==> src/hw/rtl/nsel_pkg.sv <==
// Shared types and constants for the eight-lane Newton square root block.
package nsel_pkg;

  localparam int unsigned LANE_SLOTS     = 8;
  localparam int unsigned DEF_LANES      = 8;
  localparam int unsigned DEF_MAX_ITER   = 32;
  localparam int unsigned CFG_W          = 31;
  localparam int unsigned VAL_W          = 32;
  localparam logic [CFG_W-1:0] GUESS_RST  = 31'd16777216;
  localparam logic [CFG_W-1:0] THRESH_RST = 31'd10737;

  typedef enum logic [0:0] {
    REG_INITIAL_GUESS = 1'b0,
    REG_THRESHOLD     = 1'b1
  } cfg_idx_t;

  // Datapath micro-operations issued by the controller.
  typedef enum logic [2:0] {
    OP_IDLE,
    OP_LOAD,
    OP_SQ,
    OP_ERR,
    OP_CU,
    OP_XC,
    OP_UPD,
    OP_ROOT
  } dp_op_t;

  typedef struct packed {
    dp_op_t op;
  } dp_cmd_t;

  typedef struct packed {
    logic all_conv;
  } dp_sts_t;

endpackage

==> src/hw/rtl/nsel_ctrl.sv <==
// Controller sequencing the Newton iteration micro-steps.
module nsel_ctrl import nsel_pkg::*; #(
  parameter int unsigned MAX_ITER = DEF_MAX_ITER
) (
  input  logic    clk,
  input  logic    rst_n,
  input  logic    in_valid,
  output logic    in_stall,
  output logic    out_valid,
  input  logic    out_stall,
  input  dp_sts_t sts,
  output dp_cmd_t cmd,
  output logic    nc_set
);

  localparam int unsigned IW = $clog2(MAX_ITER + 1);

  typedef enum logic [2:0] {
    S_IDLE, S_SQ, S_ERR, S_CU, S_XC, S_UPD, S_ROOT, S_OUT
  } state_t;

  state_t        state_r, state_nxt;
  logic [IW-1:0] iter_r, iter_nxt;
  logic          ov_r, ov_nxt;

  // Output register frees once taken; a new request may enter the same cycle.
  logic accept;
  assign accept   = (state_r == S_IDLE) && in_valid && (!ov_r || !out_stall);
  assign in_stall = !(state_r == S_IDLE && (!ov_r || !out_stall));
  assign out_valid = ov_r;

  always_comb begin
    state_nxt = state_r;
    iter_nxt  = iter_r;
    ov_nxt    = ov_r && out_stall;
    cmd.op    = OP_IDLE;
    nc_set    = 1'b0;
    unique case (state_r)
      S_IDLE: begin
        if (accept) begin
          cmd.op    = OP_LOAD;
          iter_nxt  = '0;
          state_nxt = S_SQ;
        end
      end
      S_SQ: begin
        cmd.op = OP_SQ;
        state_nxt = S_ERR;
      end
      S_ERR: begin
        cmd.op = OP_ERR;
        state_nxt = S_CU;
      end
      S_CU: begin
        // Convergence flags from the error step are now valid.
        if (sts.all_conv || iter_r == IW'(MAX_ITER)) begin
          nc_set    = !sts.all_conv;
          state_nxt = S_ROOT;
        end else begin
          cmd.op    = OP_CU;
          state_nxt = S_XC;
        end
      end
      S_XC: begin
        cmd.op = OP_XC;
        state_nxt = S_UPD;
      end
      S_UPD: begin
        cmd.op    = OP_UPD;
        iter_nxt  = iter_r + 1'b1;
        state_nxt = S_SQ;
      end
      S_ROOT: begin
        cmd.op = OP_ROOT;
        state_nxt = S_OUT;
      end
      S_OUT: begin
        if (!ov_r || !out_stall) begin
          ov_nxt    = 1'b1;
          state_nxt = S_IDLE;
        end
      end
      default: state_nxt = S_IDLE;
    endcase
  end

  always_ff @(posedge clk) begin
    if (!rst_n) begin
      state_r <= S_IDLE;
      iter_r  <= '0;
      ov_r    <= 1'b0;
    end else begin
      state_r <= state_nxt;
      iter_r  <= iter_nxt;
      ov_r    <= ov_nxt;
    end
  end

  a_iter_cap: assert property (@(posedge clk) disable iff (!rst_n)
    iter_r <= IW'(MAX_ITER)) else $error("iteration count beyond cap");
  a_no_accept_busy: assert property (@(posedge clk) disable iff (!rst_n)
    (state_r != S_IDLE) |-> in_stall) else $error("accept while busy");
  a_out_hold: assert property (@(posedge clk) disable iff (!rst_n)
    (state_r == S_OUT && !state_nxt[0] && state_nxt == S_IDLE) |=> out_valid)
    else $error("result not presented");

endmodule

==> config.mk <==
export PLATFORM = sky130hd
export DESIGN_NAME = nsel_ctrl
export DESIGN_NICKNAME = d
export VERILOG_FILES = /design/src/hw/rtl/nsel_pkg.sv /design/src/hw/rtl/nsel_ctrl.sv
export SDC_FILE = /design/constraint.sdc
export NUM_CORES = 1
export LEC_CHECK = 0
export ABC_AREA = 1
export BUFFER_PORTS_ARGS = -buffer_cell sky130_fd_sc_hd__buf_2
export CAP_MARGIN = 0
export CELL_PAD_IN_SITES_DETAIL_PLACEMENT = 1
export CELL_PAD_IN_SITES_GLOBAL_PLACEMENT = 2
export CORE_MARGIN = 1.5
export CORE_UTILIZATION = 28
export CTS_BUF_LIST = sky130_fd_sc_hd__clkbuf_16
export CTS_CLUSTER_DIAMETER = 120
export DETAILED_ROUTE_END_ITERATION = 16
export GPL_TIMING_DRIVEN = 0
export PLACE_DENSITY_LB_ADDON = 0.2
export SLEW_MARGIN = 25
export SYNTH_ARGS = -nofsm -noshare
export SYNTH_HDL_FRONTEND = slang
export SYNTH_SLANG_ARGS = --single-unit
export TNS_END_PERCENT = 50
==> constraint.sdc <==
create_clock -name clk -period 1.53 [get_ports clk]
set_input_delay 0.306 -clock clk [delete_from_list [all_inputs] [get_ports clk]]
set_output_delay 0.306 -clock clk [all_outputs]
set_load 0.02 [all_outputs]
### Word level (Yosys, flattened, before mapping)

Index checks and enable logic that the tools add are counted.

| word-level totals | value |
|---|---|
| input bits | 5 |
| register bits after elaboration | 10 |

| operators by class | value |
|---|---|
| equality and inequality tests | 10 |
| multiplexer cells | 13 |
| add/subtract/negate cells | 1 |
| reductions and logical operators | 14 |

Operators by type and width:

| kind | number |
|---|---|
| case mux 3 bit (8 select lines) | 1 |
| case mux 3 bit (7 select lines) | 1 |
| equality test 3 bit (second input constant) | 4 |
| case mux 6 bit (2 select lines) | 1 |
| 2-to-1 mux 3 bit | 3 |
| adder 6 x 1 -> 6 bit (second input constant) | 1 |
| equality test 3 x 2 -> 1 bit (second input constant) | 2 |
| equality test 6 bit (second input constant) | 1 |
| 2-to-1 mux 6 bit | 1 |
| 2-to-1 mux 1 bit | 5 |
| logical AND 1 bit | 4 |
| logical NOT 1 bit | 4 |
| != test 2 bit (second input constant) | 2 |
| AND reduction 2 bit | 2 |
| equality test 3 x 1 -> 1 bit (second input constant) | 1 |
| logical NOT 3 bit | 1 |
| logical OR 1 bit | 2 |
| 2-to-1 mux 2 bit | 1 |
| nonzero test 2 bit | 1 |

### Longest topological paths before layout

| depth | value |
|---|---|
| depth after elaboration | 5 |
| gate-level depth with buffers | 10 |
| mapped depth without buffers | 10 |

### Worst setup path before layout

OpenSTA, ideal clock, no wires.

| path | value |
|---|---|
| path type | register to output |
| start point | reg iter_r[0] |
| end point | out cmd[2] (netlist bit) |
| data required time | 1.224 ns |
| path buffers | 0 |
| slack | -0.080 ns |
| data arrival time | 1.304 ns |
| cell stages (with the launch flop) | 8 |
| cell sequence | dfxtp_1 inv_1 ha_1 nand2_1 inv_1 nand3_1 nand2_1 o21ai_0 |

RTL lines:

| element | RTL line | source |
|---|---|---|
| start: declaration | nsel_ctrl.sv:23 | `logic [IW-1:0] iter_r, iter_nxt;` |
| start signal: assignment | nsel_ctrl.sv:94 | `iter_r <= iter_nxt;` |
| end: declaration | nsel_ctrl.sv:12 | `output dp_cmd_t cmd,` |

==> key figures <==
Outcome
  – Status: finished with violations
  – Violated checks: setup timing

Synth
  – Yosys reg bits: 10
  – Cell Area, Synth: a little under 600 um^2
  – Distinct cells, synth: 18
  – Avg Inst Size Synth: 6.69 um^2
  – Mapped Cells: 89
  – Yosys warning total: 0
  – Synthesized net count: 96
  – Seq/Total Area, Yosys: between 30% and 40%

Detailed routing
  – Initial DRC count: 4
  – Via density: 4.63
  – WL final: ~1600 um
  – DR WL/cell: between 10 and 15 um
  – DR top layer: met4
  – Routed vias: just over 600
  – M1 WL: around 700 um
  – DRC Markers: 0
  – Met3 wire length: 39 um
  – Met2 WL post-DR: slightly below 800 um
  – Final ANT Viol Nets: 0
  – Drt pass-1 iters: 3

Final layout
  – Synthesis-to-finish area growth: 47.5%
  – Commonest non-fill, non-tap cell in the layout: nand2_1
  – Design area: 878 um^2
  – Share of cells above drive strength 1: about two fifths
  – Nets: about 110
  – Most frequent cells in the layout: nand2_1 (17), inv_1 (11), nand3_1 (7), a21oi_1 (7), buf_2 (7)
  – # fillers: 261
  – N_diodes: 0
  – Fin cells: around 130

Worst hold path
  – WHS Path Cells: 3
  – Hold Path Class: in2reg

Die
  – Die height: between 40 and 50 um
  – IO Pins: 11
  – FP Rows: 16
  – Die extent in x: just under 50 um
  – Core Footprint: between 1500 and 2000 um^2
  – Die area: about 2400 um^2
  – Initial Util: between 30% and 40%

Global routing
  – Initial antenna violation count: 0
  – Grt ovf: 0
  – GRT Overall Usage: approximately 15%
  – Largest net degree at the start of global routing: 10
  – Vias in the first global route: 619
  – First-pass GRT wire length: approximately 2700 um

Worst setup path
  – Reg2Reg Depth: 7
  – Worst EP arrival: ~1.3 ns
  – Crit path required time: 1.22 ns
  – Worst Path Max Fanout: 2
  – Crit Path Class: reg2out
  – CP Launch Type: register
  – CP endpoint kind: output port

Clock network
  – Clk_lat worst skew: roughly 0.24 ns
  – CTS Hold Buffers Added: 0
  – CTS buffer count: 3
  – CTS tree: done
  – Clk buf depth: 2
  – CTS root buf: clkbuf_16
  – Clock slew at reported path FFs: ~0.040 ns
  – CTS sink cnt: 10
  – H-Tree Level Count: 1

STA
  – Final setup vio count: 1
  – Setup ws final: -0.0294 ns
  – Measured slew at the worst slew-check pin: between 0.2 and 0.25 ns
  – Tmin final: 1.56 ns
  – Setup TNS: -0.0294 ns
  – Max-slew violation count: 0
  – Fmax: roughly 640 MHz
  – Slew margin rel.: a little over four fifths
  – Clk_skew: approximately 0.0018 ns
  – Period utilization: 102%
  – Fin. Hold Viols: 0
  – RSZ-0062 raised after global routing: yes

Power
  – VDD IR-drop max: 0.568 mV
  – Pwr dens: around 1100 nW/um^2
  – Final Total Pwr: about 0.95 mW
  – P_leak: approximately 0.38 nW

Place
  – Area after DPL: approximately 680 um^2
  – IO Port Bufs: 10
  – Post-DP HPWL: about 1100 um
  – Dpl ws: -0.00820 ns
  – Final GP Congestion: roughly 0.75
  – Placed cell count: 126

Run
  – Max-cap violations: 0
-- repair_timing --
item | in CTS | in global routing
resized for setup | 24 | 9
pin swaps | 5 | 3
setup endpoints to repair | 3 | 3
setup buffers | 3 | 0
-- final cells by class --
cell class | count | area, um^2 | share of cell area [%]
inverter | 15 | 60.1 | 6.84
tap | 27 | 33.8 | 3.85
multi-input combinational | 63 | 388 | 44.2
buffer | 1 | 15.0 | 1.71
sequential | 10 | 215 | 24.5
clock buffer | 3 | 75.1 | 8.55
clock inverter | 1 | 3.75 | 0.427
timing repair buffer | 13 | 87.6 | 9.97
-- cells in the mapped netlist --
| library cell | number | share of area (%) |
|---|---|---|
| a21oi_1 | 7 | 5.9 |
| nor2_2 | 1 | 1.1 |
| nand3_1 | 8 | 6.7 |
| clkinv_2 | 1 | 0.84 |
| nand2_1 | 19 | 12 |
| nand2_2 | 3 | 3.2 |
| inv_1 | 14 | 8.8 |
| clkbuf_8 | 1 | 2.3 |
| nand4_2 | 1 | 2.1 |
| ha_1 | 2 | 4.2 |
| nand3_2 | 1 | 1.7 |
| nor3_1 | 2 | 1.7 |
| dfxtp_1 | 10 | 34 |
| o21ai_0 | 8 | 6.7 |
| a21boi_1 | 1 | 1.3 |
| nand4_1 | 1 | 1.1 |
| nor2_4 | 1 | 1.9 |
| nor2_1 | 8 | 5.0 |
-- state kept, by name, indices dropped and copies added (netlist names) --
signal     cells
out_valid      1
state_r        3
iter_r         6
-- where the power goes --
group | internal [mW] | switching (mW)
combinational | 0.0785 | 0.111
clock | 0.343 | 0.125
sequential | 0.272 | 0.0244
-- worst paths after layout --
check	startpoint	end	slack, ns
setup / recovery	iter_r[0]$_SDFFE_PN0P_	cmd[2]	-0.03
hold / removal	rst_n	state_r[1]$_SDFFE_PN0P_	0.34
setup reg to reg	iter_r[0]$_SDFFE_PN0P_	iter_r[4]$_SDFFE_PN0P_	0.31
hold reg to reg	iter_r[4]$_SDFFE_PN0P_	iter_r[4]$_SDFFE_PN0P_	0.47
-- per-stage QoR --
| step | hold WS [ns] | util, % |
|---|---|---|
| after CTS | 0.342 | 42.7 |
| after floorplan | 0.404 | - |
| final | 0.345 | 44.3 |
| after detailed placement | 0.455 | 34.3 |
| after global routing | 0.372 | 44.3 |
| after global placement | 0.453 | 34.3 |
-- layer usage --
metal  global-route usage [%]  up-vias
met5                        0        -
met4                     8.57        0
met3                     3.68        5
met2                     24.8        9
met1                     17.7      281
li1                         -      321
-- cells by family after synthesis --
| logic type | Yosys count | synth area share, % |
|---|---|---|
| AO/OA/AOI/OAI | 16 | 13.9 |
| adder cells (fa/ha/maj) | 2 | 4.20 |
| buffers and inverters | 16 | 12.0 |
| flip-flops | 10 | 33.6 |
| AND/OR/NAND/NOR | 45 | 36.3 |
-- worst max-delay path, cell delays in order (launching register included) --
cell	delay [ns]
dfxtp_4	0.34
inv_2	0.04
ha_4	0.14
nand2_1	0.05
inv_1	0.04
nand3_2	0.07
nand2_2	0.07
o21ai_2	0.12
buf_6	0.13
Power figures use the tool's default switching activity.
